[config.mk]
export PLATFORM = sky130hd
export DESIGN_NAME = array_list_engine
export DESIGN_NICKNAME = d
export VERILOG_FILES = /design/src/ale_pkg.sv /design/src/ale_ram.sv /design/src/ale_mod.sv /design/src/ale_dp.sv /design/src/ale_ctrl.sv /design/src/array_list_engine.sv
export SDC_FILE = /design/constraint.sdc
export NUM_CORES = 1
export LEC_CHECK = 0
export BUFFER_PORTS_ARGS = -buffer_cell sky130_fd_sc_hd__buf_4
export CELL_PAD_IN_SITES_DETAIL_PLACEMENT = 2
export CELL_PAD_IN_SITES_GLOBAL_PLACEMENT = 2
export CORE_UTILIZATION = 50
export DETAILED_ROUTE_END_ITERATION = 7
export PLACE_DENSITY = 0.83
export SETUP_SLACK_MARGIN = 0.02
export SYNTH_ARGS = -nofsm -noshare
export SYNTH_HDL_FRONTEND = slang
export SYNTH_SLANG_ARGS = --single-unit
[constraint.sdc]
create_clock -name clk -period 11.2 [get_ports clk]
set_input_delay 2.24 -clock clk [delete_from_list [all_inputs] [get_ports clk]]
set_output_delay 2.24 -clock clk [all_outputs]
set_load 0.005 [all_outputs]
[src/ale_pkg.sv]
// Shared constants, codes and control/status types for the array list engine.
`default_nettype none

package ale_pkg;

    // Default list capacity
    localparam int DEPTH_DEF = 8;

    // Field widths
    localparam int OPW  = 4;
    localparam int POSW = 8;
    localparam int VALW = 32;
    localparam int AMTW = 16;
    localparam int STW  = 3;
    localparam int FPW  = 7;

    // Operation codes
    localparam logic [OPW-1:0] OP_INS_FRONT = 4'd0;
    localparam logic [OPW-1:0] OP_INS_END   = 4'd1;
    localparam logic [OPW-1:0] OP_INS_POS   = 4'd2;
    localparam logic [OPW-1:0] OP_DEL_FRONT = 4'd3;
    localparam logic [OPW-1:0] OP_DEL_END   = 4'd4;
    localparam logic [OPW-1:0] OP_DEL_POS   = 4'd5;
    localparam logic [OPW-1:0] OP_SEARCH    = 4'd6;
    localparam logic [OPW-1:0] OP_DISPLAY   = 4'd7;
    localparam logic [OPW-1:0] OP_ROTATE    = 4'd8;

    // Status codes
    localparam logic [STW-1:0] ST_OK       = 3'd0;
    localparam logic [STW-1:0] ST_FULL     = 3'd1;
    localparam logic [STW-1:0] ST_EMPTY    = 3'd2;
    localparam logic [STW-1:0] ST_BADPOS   = 3'd3;
    localparam logic [STW-1:0] ST_NOTFOUND = 3'd4;

    // Walk index updates
    localparam logic [2:0] I_HOLD  = 3'd0;
    localparam logic [2:0] I_COUNT = 3'd1;
    localparam logic [2:0] I_START = 3'd2;
    localparam logic [2:0] I_ZERO  = 3'd3;
    localparam logic [2:0] I_INC   = 3'd4;
    localparam logic [2:0] I_DEC   = 3'd5;

    // Store read address select
    localparam logic [1:0] RD_I   = 2'd0;
    localparam logic [1:0] RD_IM1 = 2'd1;
    localparam logic [1:0] RD_IP1 = 2'd2;

    // Store write data select
    localparam logic [1:0] WR_VAL = 2'd0;
    localparam logic [1:0] WR_MEM = 2'd1;
    localparam logic [1:0] WR_TMP = 2'd2;

    // Count updates
    localparam logic [1:0] CNT_HOLD = 2'd0;
    localparam logic [1:0] CNT_INC  = 2'd1;
    localparam logic [1:0] CNT_DEC  = 2'd2;

    // Commands from controller to datapath
    typedef struct packed {
        logic           capture;
        logic [2:0]     i_op;
        logic           mem_rd;
        logic [1:0]     rd_sel;
        logic           mem_wr;
        logic [1:0]     wr_sel;
        logic           tmp_rd;
        logic           tmp_wr;
        logic [1:0]     cnt_op;
        logic           mod_start;
        logic           j_load;
        logic           j_step;
        logic           res_load;
        logic [STW-1:0] res_status;
        logic           res_hit;
        logic           disp_load;
    } ale_cmd_t;

    // Status from datapath to controller
    typedef struct packed {
        logic [OPW-1:0] op;
        logic           full;
        logic           empty;
        logic           ins_pos_ok;
        logic           del_pos_ok;
        logic           at_start;
        logic           at_last;
        logic           match;
        logic           mod_done;
        logic           out_free;
    } ale_stat_t;

endpackage

`default_nettype wire

[src/ale_ram.sv]
// Generic single-write, single-read RAM with registered read data.
`default_nettype none

module ale_ram #(
    parameter int WIDTH = 32,
    parameter int DEPTH = 8
) (
    input  wire logic                     clk,
    input  wire logic                     wr_en,
    input  wire logic [$clog2(DEPTH)-1:0] wr_addr,
    input  wire logic [WIDTH-1:0]         wr_data,
    input  wire logic                     rd_en,
    input  wire logic [$clog2(DEPTH)-1:0] rd_addr,
    output logic      [WIDTH-1:0]         rd_data
);

    logic [WIDTH-1:0] mem [DEPTH];
    logic [WIDTH-1:0] rd_data_reg;

    // Write port
    always_ff @(posedge clk)
    begin
        if (wr_en)
        begin
            mem[wr_addr] <= wr_data;
        end
    end

    // Registered read port, holds its word between reads
    always_ff @(posedge clk)
    begin
        if (rd_en)
        begin
            rd_data_reg <= mem[rd_addr];
        end
    end

    assign rd_data = rd_data_reg;

endmodule

`default_nettype wire

[src/ale_mod.sv]
// Bit-serial restoring remainder unit: dividend modulo divisor, one bit per cycle.
`default_nettype none

module ale_mod #(
    parameter int NW = 16,
    parameter int DW = 4
) (
    input  wire logic          clk,
    input  wire logic          rst_n,
    input  wire logic          start,
    input  wire logic [NW-1:0] dividend,
    input  wire logic [DW-1:0] divisor,
    output logic               done,
    output logic      [DW-1:0] rem
);

    localparam int CNTW = $clog2(NW + 1);

    logic            busy_reg,  busy_next;
    logic            done_reg,  done_next;
    logic [CNTW-1:0] cnt_reg,   cnt_next;
    logic [NW-1:0]   q_reg,     q_next;
    logic [DW-1:0]   rem_reg,   rem_next;
    logic [DW:0]     trial;

    // One restoring step: shift in next dividend bit, subtract if it fits
    assign trial = {rem_reg, q_reg[NW-1]};

    always_comb
    begin
        busy_next = busy_reg;
        done_next = done_reg;
        cnt_next  = cnt_reg;
        q_next    = q_reg;
        rem_next  = rem_reg;
        if (start)
        begin
            busy_next = 1'b1;
            done_next = 1'b0;
            cnt_next  = CNTW'(NW);
            q_next    = dividend;
            rem_next  = '0;
        end
        else if (busy_reg)
        begin
            q_next = q_reg << 1;
            if (trial >= {1'b0, divisor})
            begin
                rem_next = DW'(trial - {1'b0, divisor});
            end
            else
            begin
                rem_next = trial[DW-1:0];
            end
            cnt_next = cnt_reg - CNTW'(1);
            if (cnt_reg == CNTW'(1))
            begin
                busy_next = 1'b0;
                done_next = 1'b1;
            end
        end
    end

    // Control state
    always_ff @(posedge clk or negedge rst_n)
    begin
        if (!rst_n)
        begin
            busy_reg <= 1'b0;
            done_reg <= 1'b0;
            cnt_reg  <= '0;
        end
        else
        begin
            busy_reg <= busy_next;
            done_reg <= done_next;
            cnt_reg  <= cnt_next;
        end
    end

    // Working registers
    always_ff @(posedge clk)
    begin
        q_reg   <= q_next;
        rem_reg <= rem_next;
    end

    assign done = done_reg;
    assign rem  = rem_reg;

endmodule

`default_nettype wire

[src/ale_dp.sv]
// Datapath: operand capture, count, walk indexes, element and scratch stores, result word.
`default_nettype none

module ale_dp import ale_pkg::*; #(
    parameter int DEPTH = DEPTH_DEF
) (
    input  wire logic                   clk,
    input  wire logic                   rst_n,
    input  wire ale_cmd_t               cmd,
    output ale_stat_t                   stat,
    input  wire logic [OPW-1:0]         opcode,
    input  wire logic [POSW-1:0]        position,
    input  wire logic signed [VALW-1:0] item_value,
    input  wire logic [AMTW-1:0]        shift_amount,
    input  wire logic                   out_ready,
    output logic                        out_valid,
    output logic [STW-1:0]              status,
    output logic [FPW-1:0]              found_position,
    output logic signed [VALW-1:0]      element,
    output logic                        last
);

    localparam int AW = $clog2(DEPTH);
    localparam int CW = $clog2(DEPTH + 1);

    // Captured operands
    logic [OPW-1:0]  op_reg;
    logic [POSW-1:0] pos_reg;
    logic [VALW-1:0] val_reg;
    logic [AMTW-1:0] amt_reg;

    // List state and walk indexes
    logic [CW-1:0]   count_reg, count_next;
    logic [CW-1:0]   i_reg,     i_next;
    logic [CW-1:0]   j_reg,     j_next;
    logic [CW-1:0]   i_p1, i_m1, j_p1, start_idx;
    logic [POSW:0]   cnt_ext, pos_ext;

    // Store ports
    logic [AW-1:0]   mem_rd_addr;
    logic [VALW-1:0] mem_wr_data, mem_rdata, tmp_rdata;
    logic            mod_done;
    logic [CW-1:0]   k_rem;

    // Result word
    logic            out_valid_reg;
    logic [STW-1:0]  status_reg;
    logic [FPW-1:0]  fpos_reg;
    logic [VALW-1:0] elem_reg;
    logic            last_reg;

    assign i_p1    = i_reg + CW'(1);
    assign i_m1    = i_reg - CW'(1);
    assign j_p1    = j_reg + CW'(1);
    assign cnt_ext = (POSW+1)'(count_reg);
    assign pos_ext = {1'b0, pos_reg};

    // First index touched by an insert or delete
    always_comb
    begin
        case (op_reg)
            OP_INS_END: start_idx = count_reg;
            OP_INS_POS,
            OP_DEL_POS: start_idx = CW'(pos_reg - POSW'(1));
            default:    start_idx = '0;
        endcase
    end

    // Status flags
    always_comb
    begin
        stat.op         = op_reg;
        stat.full       = (count_reg == CW'(DEPTH));
        stat.empty      = (count_reg == '0);
        stat.ins_pos_ok = (pos_reg != '0) && (pos_ext <= cnt_ext + (POSW+1)'(1));
        stat.del_pos_ok = (pos_reg != '0) && (pos_ext <= cnt_ext);
        stat.at_start   = (i_reg == start_idx);
        stat.at_last    = (i_p1 == count_reg);
        stat.match      = (mem_rdata == val_reg);
        stat.mod_done   = mod_done;
        stat.out_free   = !out_valid_reg || out_ready;
    end

    // Operand capture
    always_ff @(posedge clk)
    begin
        if (cmd.capture)
        begin
            op_reg  <= opcode;
            pos_reg <= position;
            val_reg <= item_value;
            amt_reg <= shift_amount;
        end
    end

    // Count update
    always_comb
    begin
        case (cmd.cnt_op)
            CNT_INC: count_next = count_reg + CW'(1);
            CNT_DEC: count_next = count_reg - CW'(1);
            default: count_next = count_reg;
        endcase
    end

    always_ff @(posedge clk or negedge rst_n)
    begin
        if (!rst_n)
        begin
            count_reg <= '0;
        end
        else
        begin
            count_reg <= count_next;
        end
    end

    // Walk index i and rotation target j
    always_comb
    begin
        case (cmd.i_op)
            I_COUNT: i_next = count_reg;
            I_START: i_next = start_idx;
            I_ZERO:  i_next = '0;
            I_INC:   i_next = i_p1;
            I_DEC:   i_next = i_m1;
            default: i_next = i_reg;
        endcase
        if (cmd.j_load)
        begin
            j_next = k_rem;
        end
        else if (cmd.j_step)
        begin
            j_next = (j_p1 == count_reg) ? '0 : j_p1;
        end
        else
        begin
            j_next = j_reg;
        end
    end

    always_ff @(posedge clk)
    begin
        i_reg <= i_next;
        j_reg <= j_next;
    end

    // Store address and data selection
    always_comb
    begin
        case (cmd.rd_sel)
            RD_IM1:  mem_rd_addr = i_m1[AW-1:0];
            RD_IP1:  mem_rd_addr = i_p1[AW-1:0];
            default: mem_rd_addr = i_reg[AW-1:0];
        endcase
        case (cmd.wr_sel)
            WR_MEM:  mem_wr_data = mem_rdata;
            WR_TMP:  mem_wr_data = tmp_rdata;
            default: mem_wr_data = val_reg;
        endcase
    end

    // Element store
    ale_ram #(
        .WIDTH (VALW),
        .DEPTH (DEPTH)
    ) u_elem_ram (
        .clk     (clk),
        .wr_en   (cmd.mem_wr),
        .wr_addr (i_reg[AW-1:0]),
        .wr_data (mem_wr_data),
        .rd_en   (cmd.mem_rd),
        .rd_addr (mem_rd_addr),
        .rd_data (mem_rdata)
    );

    // Scratch store for rotation
    ale_ram #(
        .WIDTH (VALW),
        .DEPTH (DEPTH)
    ) u_tmp_ram (
        .clk     (clk),
        .wr_en   (cmd.tmp_wr),
        .wr_addr (j_reg[AW-1:0]),
        .wr_data (mem_rdata),
        .rd_en   (cmd.tmp_rd),
        .rd_addr (i_reg[AW-1:0]),
        .rd_data (tmp_rdata)
    );

    // Rotate amount modulo count
    ale_mod #(
        .NW (AMTW),
        .DW (CW)
    ) u_mod (
        .clk      (clk),
        .rst_n    (rst_n),
        .start    (cmd.mod_start),
        .dividend (amt_reg),
        .divisor  (count_reg),
        .done     (mod_done),
        .rem      (k_rem)
    );

    // Output register
    always_ff @(posedge clk or negedge rst_n)
    begin
        if (!rst_n)
        begin
            out_valid_reg <= 1'b0;
        end
        else if (cmd.res_load || cmd.disp_load)
        begin
            out_valid_reg <= 1'b1;
        end
        else if (out_ready)
        begin
            out_valid_reg <= 1'b0;
        end
    end

    always_ff @(posedge clk)
    begin
        if (cmd.disp_load)
        begin
            status_reg <= ST_OK;
            fpos_reg   <= FPW'(i_p1);
            elem_reg   <= mem_rdata;
            last_reg   <= (i_p1 == count_reg);
        end
        else if (cmd.res_load)
        begin
            status_reg <= cmd.res_status;
            fpos_reg   <= cmd.res_hit ? FPW'(i_p1) : '0;
            elem_reg   <= '0;
            last_reg   <= 1'b1;
        end
    end

    assign out_valid      = out_valid_reg;
    assign status         = status_reg;
    assign found_position = fpos_reg;
    assign element        = elem_reg;
    assign last           = last_reg;

endmodule

`default_nettype wire

[src/ale_ctrl.sv]
// Controller: sequences each operation over the datapath one store access at a time.
`default_nettype none

module ale_ctrl import ale_pkg::*; (
    input  wire logic      clk,
    input  wire logic      rst_n,
    input  wire logic      in_valid,
    output logic           in_ready,
    input  wire ale_stat_t stat,
    output ale_cmd_t       cmd
);

    localparam logic [3:0] S_IDLE   = 4'd0;
    localparam logic [3:0] S_DECODE = 4'd1;
    localparam logic [3:0] S_UP_CHK = 4'd2;
    localparam logic [3:0] S_UP_WR  = 4'd3;
    localparam logic [3:0] S_DN_CHK = 4'd4;
    localparam logic [3:0] S_DN_WR  = 4'd5;
    localparam logic [3:0] S_SR_RD  = 4'd6;
    localparam logic [3:0] S_SR_CMP = 4'd7;
    localparam logic [3:0] S_DP_RD  = 4'd8;
    localparam logic [3:0] S_DP_OUT = 4'd9;
    localparam logic [3:0] S_MOD    = 4'd10;
    localparam logic [3:0] S_RT_RD  = 4'd11;
    localparam logic [3:0] S_RT_WR  = 4'd12;
    localparam logic [3:0] S_CP_RD  = 4'd13;
    localparam logic [3:0] S_CP_WR  = 4'd14;
    localparam logic [3:0] S_RESULT = 4'd15;

    logic [3:0]     state_reg, state_next;
    logic [STW-1:0] st_reg,    st_next;
    logic           hit_reg,   hit_next;

    // Next state and command decode
    always_comb
    begin
        state_next     = state_reg;
        st_next        = st_reg;
        hit_next       = hit_reg;
        cmd            = '0;
        cmd.i_op       = I_HOLD;
        cmd.rd_sel     = RD_I;
        cmd.wr_sel     = WR_VAL;
        cmd.cnt_op     = CNT_HOLD;
        cmd.res_status = st_reg;
        cmd.res_hit    = hit_reg;
        in_ready       = 1'b0;

        case (state_reg)
            S_IDLE:
            begin
                in_ready = 1'b1;
                if (in_valid)
                begin
                    cmd.capture = 1'b1;
                    hit_next    = 1'b0;
                    state_next  = S_DECODE;
                end
            end

            S_DECODE:
            begin
                state_next = S_RESULT;
                st_next    = ST_OK;
                case (stat.op) inside
                    OP_INS_FRONT, OP_INS_END, OP_INS_POS:
                    begin
                        if (stat.full)
                        begin
                            st_next = ST_FULL;
                        end
                        else if (stat.op == OP_INS_POS && !stat.ins_pos_ok)
                        begin
                            st_next = ST_BADPOS;
                        end
                        else
                        begin
                            cmd.i_op   = I_COUNT;
                            state_next = S_UP_CHK;
                        end
                    end
                    OP_DEL_FRONT, OP_DEL_END, OP_DEL_POS:
                    begin
                        if (stat.empty)
                        begin
                            st_next = ST_EMPTY;
                        end
                        else if (stat.op == OP_DEL_END)
                        begin
                            cmd.cnt_op = CNT_DEC;
                        end
                        else if (stat.op == OP_DEL_POS && !stat.del_pos_ok)
                        begin
                            st_next = ST_BADPOS;
                        end
                        else
                        begin
                            cmd.i_op   = I_START;
                            state_next = S_DN_CHK;
                        end
                    end
                    OP_SEARCH:
                    begin
                        if (stat.empty)
                        begin
                            st_next = ST_NOTFOUND;
                        end
                        else
                        begin
                            cmd.i_op   = I_ZERO;
                            state_next = S_SR_RD;
                        end
                    end
                    OP_DISPLAY:
                    begin
                        if (stat.empty)
                        begin
                            st_next = ST_EMPTY;
                        end
                        else
                        begin
                            cmd.i_op   = I_ZERO;
                            state_next = S_DP_RD;
                        end
                    end
                    OP_ROTATE:
                    begin
                        if (!stat.empty)
                        begin
                            cmd.mod_start = 1'b1;
                            state_next    = S_MOD;
                        end
                    end
                    default:
                    begin
                        st_next = ST_BADPOS;
                    end
                endcase
            end

            // Open a slot: move words up from the top, then drop the new word in
            S_UP_CHK:
            begin
                if (stat.at_start)
                begin
                    cmd.mem_wr = 1'b1;
                    cmd.wr_sel = WR_VAL;
                    cmd.cnt_op = CNT_INC;
                    st_next    = ST_OK;
                    state_next = S_RESULT;
                end
                else
                begin
                    cmd.mem_rd = 1'b1;
                    cmd.rd_sel = RD_IM1;
                    state_next = S_UP_WR;
                end
            end

            S_UP_WR:
            begin
                cmd.mem_wr = 1'b1;
                cmd.wr_sel = WR_MEM;
                cmd.i_op   = I_DEC;
                state_next = S_UP_CHK;
            end

            // Close a slot: move words down toward the removed one
            S_DN_CHK:
            begin
                if (stat.at_last)
                begin
                    cmd.cnt_op = CNT_DEC;
                    st_next    = ST_OK;
                    state_next = S_RESULT;
                end
                else
                begin
                    cmd.mem_rd = 1'b1;
                    cmd.rd_sel = RD_IP1;
                    state_next = S_DN_WR;
                end
            end

            S_DN_WR:
            begin
                cmd.mem_wr = 1'b1;
                cmd.wr_sel = WR_MEM;
                cmd.i_op   = I_INC;
                state_next = S_DN_CHK;
            end

            // Linear search for the first match
            S_SR_RD:
            begin
                cmd.mem_rd = 1'b1;
                state_next = S_SR_CMP;
            end

            S_SR_CMP:
            begin
                if (stat.match)
                begin
                    hit_next   = 1'b1;
                    st_next    = ST_OK;
                    state_next = S_RESULT;
                end
                else if (stat.at_last)
                begin
                    st_next    = ST_NOTFOUND;
                    state_next = S_RESULT;
                end
                else
                begin
                    cmd.i_op   = I_INC;
                    state_next = S_SR_RD;
                end
            end

            // Display: one result word per element
            S_DP_RD:
            begin
                cmd.mem_rd = 1'b1;
                state_next = S_DP_OUT;
            end

            S_DP_OUT:
            begin
                if (stat.out_free)
                begin
                    cmd.disp_load = 1'b1;
                    if (stat.at_last)
                    begin
                        state_next = S_IDLE;
                    end
                    else
                    begin
                        cmd.i_op   = I_INC;
                        state_next = S_DP_RD;
                    end
                end
            end

            // Rotate: wait for the reduced amount, scatter to scratch, copy back
            S_MOD:
            begin
                if (stat.mod_done)
                begin
                    cmd.j_load = 1'b1;
                    cmd.i_op   = I_ZERO;
                    state_next = S_RT_RD;
                end
            end

            S_RT_RD:
            begin
                cmd.mem_rd = 1'b1;
                state_next = S_RT_WR;
            end

            S_RT_WR:
            begin
                cmd.tmp_wr = 1'b1;
                cmd.j_step = 1'b1;
                if (stat.at_last)
                begin
                    cmd.i_op   = I_ZERO;
                    state_next = S_CP_RD;
                end
                else
                begin
                    cmd.i_op   = I_INC;
                    state_next = S_RT_RD;
                end
            end

            S_CP_RD:
            begin
                cmd.tmp_rd = 1'b1;
                state_next = S_CP_WR;
            end

            S_CP_WR:
            begin
                cmd.mem_wr = 1'b1;
                cmd.wr_sel = WR_TMP;
                if (stat.at_last)
                begin
                    st_next    = ST_OK;
                    state_next = S_RESULT;
                end
                else
                begin
                    cmd.i_op   = I_INC;
                    state_next = S_CP_RD;
                end
            end

            // Single closing result word
            S_RESULT:
            begin
                if (stat.out_free)
                begin
                    cmd.res_load = 1'b1;
                    state_next   = S_IDLE;
                end
            end

            default:
            begin
                state_next = S_IDLE;
            end
        endcase
    end

    // State registers
    always_ff @(posedge clk or negedge rst_n)
    begin
        if (!rst_n)
        begin
            state_reg <= S_IDLE;
            st_reg    <= ST_OK;
            hit_reg   <= 1'b0;
        end
        else
        begin
            state_reg <= state_next;
            st_reg    <= st_next;
            hit_reg   <= hit_next;
        end
    end

endmodule

`default_nettype wire

[src/array_list_engine.sv]
// Array list engine top level: bounded ordered list of signed 32-bit words.
//
// Input channel (in_valid/in_ready) takes one operation word: opcode, position,
// item_value, shift_amount. The engine works on one operation at a time and
// raises in_ready only when idle. Output channel (out_valid/out_ready) carries
// result words: status, found_position, element, last. Every operation gives a
// single word with last set, except display of a non-empty list, which gives
// one word per element with last set on the final one.
// Each operation runs over the registered-read element store, one access
// per cycle at most (none while waiting on the output register or the
// remainder unit); a word is moved by a read and then its write-back:
//   insert/delete: a read and a write-back per word moved
//   search:        a read and a compare per word, up to the match
//   display:       a read and then a result word per element
//   rotate:        remainder unit, then scatter to a scratch store and copy back
// Reset clears the count and control state; the store contents are left as
// they are and no clearing pass runs. A result word waits in the output
// register while out_ready is low; the engine stalls on the next result only.
`default_nettype none

module array_list_engine import ale_pkg::*; #(
    parameter int DEPTH = DEPTH_DEF
) (
    input  wire logic                   clk,
    input  wire logic                   rst_n,
    input  wire logic                   in_valid,
    output logic                        in_ready,
    input  wire logic [OPW-1:0]         opcode,
    input  wire logic [POSW-1:0]        position,
    input  wire logic signed [VALW-1:0] item_value,
    input  wire logic [AMTW-1:0]        shift_amount,
    output logic                        out_valid,
    input  wire logic                   out_ready,
    output logic [STW-1:0]              status,
    output logic [FPW-1:0]              found_position,
    output logic signed [VALW-1:0]      element,
    output logic                        last
);

    ale_cmd_t  cmd;
    ale_stat_t stat;

    ale_ctrl u_ctrl (
        .clk      (clk),
        .rst_n    (rst_n),
        .in_valid (in_valid),
        .in_ready (in_ready),
        .stat     (stat),
        .cmd      (cmd)
    );

    ale_dp #(
        .DEPTH (DEPTH)
    ) u_dp (
        .clk            (clk),
        .rst_n          (rst_n),
        .cmd            (cmd),
        .stat           (stat),
        .opcode         (opcode),
        .position       (position),
        .item_value     (item_value),
        .shift_amount   (shift_amount),
        .out_ready      (out_ready),
        .out_valid      (out_valid),
        .status         (status),
        .found_position (found_position),
        .element        (element),
        .last           (last)
    );

endmodule

`default_nettype wire

# Word level (Yosys, flattened, before mapping)

Memory sizes are Yosys's and may differ from the RTL's. A register that Yosys moved wholly into a read port is not among the register bits.
Cells that the tools add are included.

Bits in registers: 148
Memory bits (writable): 512
Input port bits: 64
Output and inout port bits: 45
Word-level logic and storage cells: 237
Memories kept: 2

Add/subtract/negate cells: 9
Magnitude comparators: 3
Eq/ne operators: 48
Mux-type cells: 123
Reductions and logical operators: 32

Memories:

| memory              | words | width | rd ports | clocked after Yosys merged registers in | wr ports | RTL line      | RTL |
|---|---|---|---|---|---|---|---|
| u_dp.u_elem_ram.mem | 8     | 32    | 1        | 1                                       | 1        | ale_ram.sv:17 | `logic [WIDTH-1:0] mem [DEPTH];` |
| u_dp.u_tmp_ram.mem  | 8     | 32    | 1        | 1                                       | 1        | ale_ram.sv:17 |  |

Operators by type and width:

| operator              | count |
|---|---|
| $mux W4               | 26 |
| $mux W3               | 26 |
| $mux W32              | 2 |
| $pmux W32 S2          | 1 |
| $pmux W4 S16          | 1 |
| $eq A4 B4 Y1 const B  | 10 |
| $mux W1               | 36 |
| $eq A32 B32 Y1        | 1 |
| $eq A4 B3 Y1 const B  | 8 |
| $mux W16              | 2 |
| $mux W2               | 16 |
| $pmux W3 S8           | 1 |
| $pmux W4 S5           | 1 |
| $eq A4 B2 Y1 const B  | 4 |
| $pmux W4 S2           | 2 |
| $reduce_bool A2 Y1    | 7 |
| $add A4 B1 Y4 const B | 3 |
| $eq A4 B4 Y1          | 3 |
| $logic_not A4 Y1      | 3 |
| $pmux W3 S4           | 1 |
| $sub A4 B1 Y4 const B | 3 |
| $mux W5               | 2 |
| $ne A2 B2 Y1 const B  | 5 |
| $pmux W3 S3           | 1 |
| other kinds (31)      | 50 |

# Depth between registers and ports, before layout

Depth after elaboration: 12
Mapped depth: 17
Depth with buffers taken out: 15

# Modules after synthesis

A second synthesis with hierarchy kept.

Cell total of the unflattened synthesis: 1609
Area total of the unflattened synthesis: 29985.0 µm²

Modules (own cells, without submodules):

| module   | times used | cells each | area an instance (µm²) | seq. area each (µm²) |
|---|---|---|---|---|
| ale_ram  | 2          | 415        | 10786.6                | 8648.3 |
| ale_dp   | 1          | 489        | 5811.8                 | 3338.2 |
| ale_mod  | 1          | 118        | 1436.4                 | 735.7 |
| ale_ctrl | 1          | 172        | 1163.6                 | 200.2 |

# Worst setup path after synthesis

OpenSTA, ideal clock, no wires.

Path kind: register to register
From: reg u_dp.pos_reg[0]
To: reg u_dp.u_elem_ram.rd_data_reg[10] (netlist: u_dp.u_elem_ram.rd_data[10]), read port of u_dp.u_elem_ram.mem (data pin)
Setup time: 0.260 ns
Arrival: 4.166 ns
Slack: 6.774 ns
Stages on the path, launching flop included: 18
Path buffers: 2
Period minus slack after synthesis: 4.426 ns
Cells stage by stage: edfxtp_1 -> inv_1 -> ha_1 -> nor4b_1 -> nor3_1 -> a22o_1 -> nor3_1 -> nor3_1 -> nor3_2 -> inv_2 -> ha_1 -> nor2_1 -> nor3_1 -> a21oi_1 -> buf_2 -> buf_1 -> mux4_2 -> mux2_2

Word-level cells in the longest chain between the ends: 7

RTL lines:

| item                                                | RTL line        | RTL |
|---|---|---|
| from (decl)                                         | ale_dp.sv:28    | `logic [POSW-1:0] pos_reg;` |
| from (signal assigned)                              | ale_dp.sv:90    | `pos_reg <= position;` |
| $sub A4 B1 Y4 *                                     | ale_dp.sv:64    | `OP_DEL_POS: start_idx = CW'(pos_reg - POSW'(1));` |
| $pmux W4 S2 *                                       | ale_dp.sv:61    | `case (op_reg)` |
| $eq A4 B4 Y1 *                                      | ale_dp.sv:77    | `stat.at_start = (i_reg == start_idx);` |
| $mux W3 *                                           | ale_ctrl.sv:144 | `if (stat.at_start)` |
| $pmux W2 S2                                         | ale_ctrl.sv:49  | `case (state_reg)` |
| $eq A2 B2 Y1 / $eq A2 B1 Y1 (equally long branches) | ale_dp.sv:152   | `case (cmd.rd_sel)` |
| $pmux W3 S2                                         | ale_dp.sv:152   |  |
| to (decl)                                           | ale_ram.sv:18   | `logic [WIDTH-1:0] rd_data_reg;` |

Mark *: on every way between the ends. The rest lies on a longest branch, timed or not.
A chain may end at the register's enable or synchronous reset.

# Worst setup path after layout

From: reg u_dp.pos_reg[0]
To: reg u_dp.u_elem_ram.rd_data_reg[6] (netlist: u_dp.u_elem_ram.rd_data[6]), read port of u_dp.u_elem_ram.mem (data pin)

Same word-level chain as after synthesis.

==> impl_metrics.ini <==
[yosys]
ys_seq_elements = 724
ys_seq_area_frac = 0.748
ys_types = 73
yosysWarnings = 0
netlist_area_sq_um = 28800
async_reset_ff_frac = 0.0276
synth_edf_count = 697
syn-mean-instance-area_sq_um = 17.0
dominantRegCellSynth = edfxtp_1
syn_inst = 1692

[min_path]
hold_end = u_dp.u_mod.q_reg[5]
hold_path_depth = 2
hold_start = u_dp.amt_reg[5]
hold_class = flip-flop to flip-flop

[grt]
grt_remaining_overflow = 0
grt_pass1_wl_um = 153000
grt_max_degree = 65
grt_pass1_vias = 19300
track_usage = 0.374
antenna_found_initial = 8

[clocking]
tritoncts = done
htree_levels = 3
cts_hold_buf = 0
cts_setup_buffers = 0
path_clk_slew_ns = 0.06
cts_root_buf = clkbuf_16
clkLatencyLatePin_ns = 0.63
cts_made_buffers = 74
cts.repair.resized = 0
cts_sinks = 724
cts_buffer_depth = 3

[worst_setup_path]
critPathKind = flip-flop to flip-flop
critPathRequiredTime_ns = 11.55
critPathLaunchType = flip-flop
cp_slowest_cell = buf_4
path_cells = inv_1, ha_1, nor4b_1, nor3_1, nor4_1, nor3_1, nor3_1, nor3_2, ha_1, nor3_1, a21oi_4, buf_4, mux4_2, mux2_2
worstPathArrival_ns = 7.61
cp_max_fo = 48
cp-end-kind = flip-flop
rr_worst_depth = 14
cp_common_cell = nor3_1
crit-reg2reg-launch = u_dp.pos_reg[0]
r2r_end = u_dp.u_elem_ram.rd_data[6]
ff2ff_setup_slack_ns = 3.95
cp_slowest_stage_delay_ns = 0.90

[die]
fp.dieArea_sq_um = 58600
die_h_um = 242
ios = 109
placementRows = 87
initial_core_util = 0.509
core_area_sq_um = 56700
die_width_um = 242

[sta]
max_slew_margin = 0.0410
slew_violations = 0
worstMarginPinSlew_ns = 1.42
worst_slack_ns = 3.95
layout_min_cycle_time_ns = 7.25
finalSetupViolCount = 0
finClkSkew_ns = 0.0248
rsz0062_at_grt = no
setup-tns-final_ns = 0
finalCritPeriodShare = 0.647
fmax_mhz = 138
hold_viol_final = 0

[finish]
largestRegisters = u_dp.u_elem_ram.mem (256), u_dp.u_tmp_ram.mem (256)
multi_input_area_sq_um = 6960
nets = 1911
syn_to_final_growth_pct = 14.4
drive_above_1_share = 0.205
register_area_sq_um = 21600
nFillCells = 4683

[status]
outcome = finished, final reports clean

[drt]
vias = 18300
ant_nets = 0
dr.pass1.iters = 5
wl_per_cell_um = 41.1
drc = 0
totalWireLength_um = 108000
drtIter0Drc = 2197
avgViaCountPerCell = 6.96

[placement]
pre_cts_ws_ns = 4.71
dp_hpwl_um = 65300
io_buffers = 105
place.gp.congestion = 0.861

[job]
drv_cap = 0

[power]
power_leakage_uw = 0.0108
power_uw = 5460
vdd_drop_max_v = 0.000161
power.density_nw_per_um2 = 165
## final cells by class
class | instances | share of cell area
Tap cell | 756 | 0.0287
Inverter | 31 | 0.00353
Antenna cell | 1 | 0.0000758
Sequential cell | 724 | 0.654
Timing Repair Buffer | 139 | 0.0316
Clock inverter | 34 | 0.00785
Multi-Input combinational cell | 845 | 0.211
Clock buffer | 100 | 0.0638
## worst max-delay path by stage
stage | from | depth (start not counted) | endpoint
after global placement | u_dp.pos_reg[0] | 16 | u_dp.u_elem_ram.rd_data[8]
after global routing | u_dp.pos_reg[0] | 14 | u_dp.u_elem_ram.rd_data[6]
after CTS | u_dp.pos_reg[0] | 14 | u_dp.u_elem_ram.rd_data[6]
after floorplan | u_dp.pos_reg[0] | 17 | u_dp.u_elem_ram.rd_data[10]
final | u_dp.pos_reg[0] | 14 | u_dp.u_elem_ram.rd_data[6]
after detailed placement | u_dp.pos_reg[0] | 14 | u_dp.u_elem_ram.rd_data[10]
## per-stage QoR
step | hold slack [ns] | cell area (sq um) | std cells | util
2_1_floorplan | 0.453 | 28900 | 1694 | -
3_3_place_gp | 0.477 | 30600 | 2495 | 0.540
3_5_place_dp | 0.520 | 30600 | 2495 | 0.540
4_1_cts | 0.533 | 33000 | 2629 | 0.582
5_1_grt | 0.569 | 33000 | 2629 | 0.582
6_report | 0.534 | 33000 | 2630 | 0.582
## power by group
part | internal [uW] | switching [uW]
Clock | 1410 | 1100
Combinational | 13.8 | 7.41
Sequential | 2920 | 0.00000000000000905
## synth_stat cells (all sizes together) (3+ instances only)
| master | count | area, sq um |
|---|---|---|
| nand3 | 42 | 210 |
| mux2i | 7 | 70.1 |
| and3 | 4 | 25.0 |
| nand2b | 7 | 43.8 |
| edfxtp | 697 | 20900 |
| a31oi | 9 | 56.3 |
| or2 | 4 | 25.0 |
| and4bb | 4 | 50.1 |
| a221oi | 20 | 175 |
| o31a | 4 | 35.0 |
| nor2b | 13 | 91.3 |
| dfxtp | 7 | 140 |
| nor4 | 9 | 56.3 |
| a22oi | 126 | 946 |
| and2 | 37 | 234 |
| a211oi | 3 | 22.5 |
| a21o | 3 | 22.5 |
| nor3b | 4 | 35.0 |
| dfrtp | 20 | 500 |
| inv | 30 | 113 |
| nor4b | 5 | 43.8 |
| xor2 | 12 | 105 |
| o21a | 6 | 45.0 |
| clkbuf | 72 | 270 |
| buf | 22 | 118 |
| o22ai | 3 | 18.8 |
| xnor2 | 48 | 420 |
| nor2 | 52 | 195 |
| o21ai | 58 | 290 |
| nor3 | 23 | 145 |
| mux4 | 64 | 1440 |
| a21oi | 22 | 110 |
| a41oi | 4 | 35.0 |
| ha | 30 | 375 |
| nand4 | 24 | 150 |
| a22o | 23 | 201 |
| mux2 | 32 | 360 |
| nand2 | 109 | 409 |
## cell usage in the layout, fill, tap and decap left out, drive strengths merged, types with 5 or more instances in the layout
cell type	instances
nand3	42
nand2b	7
inv	31
nand2	109
edfxtp	697
nand4	24
and2	37
nor3	23
dfrtp	20
nor4	9
nor4b	5
a21oi	22
xor2	12
a22oi	126
a221oi	20
nor2b	13
ha	30
o21a	6
clkinv	29
a22o	23
clkbuf	100
xnor2	48
nor2	52
a31oi	9
mux4	64
mux2	32
o21ai	58
buf	139
mux2i	7
dfxtp	7
## worst max-delay path, delay by kind of cell (launching register included)
kind	cells	cell delay [ns]
AO/OA/AOI/OAI	1	0.89
adder cells (fa/ha/maj)	2	0.99
flip-flops	1	0.47
buffers and inverters	2	1.08
AND/OR/NAND/NOR	7	2.55
multiplexers	2	0.96
## cell families (layout without fill, tap and decap cells)
| logic type | count (synthesis) | after routing | share of synthesized area |
|---|---|---|---|
| AO/OA/AOI/OAI | 301 | 301 | 0.0741 |
| XOR/XNOR | 61 | 61 | 0.0190 |
| adder cells (fa/ha/maj) | 32 | 32 | 0.0144 |
| buffers and inverters | 125 | 304 | 0.0175 |
| flip-flops | 724 | 724 | 0.748 |
| multiplexers | 103 | 103 | 0.0649 |
| other | 1 | 4 | 0.000130 |
| AND/OR/NAND/NOR | 345 | 345 | 0.0621 |
## per-layer routing
layer | share of wire | routed length [um] | GRT usage
met4 | 0.059 | 6340 | 0.184
met5 | 0.00043 | 46 | 0
met3 | 0.084 | 9100 | 0.0707
met2 | 0.49 | 53200 | 0.624
met1 | 0.36 | 39400 | 0.472
Note: power is estimated with default switching activity, not from simulation.
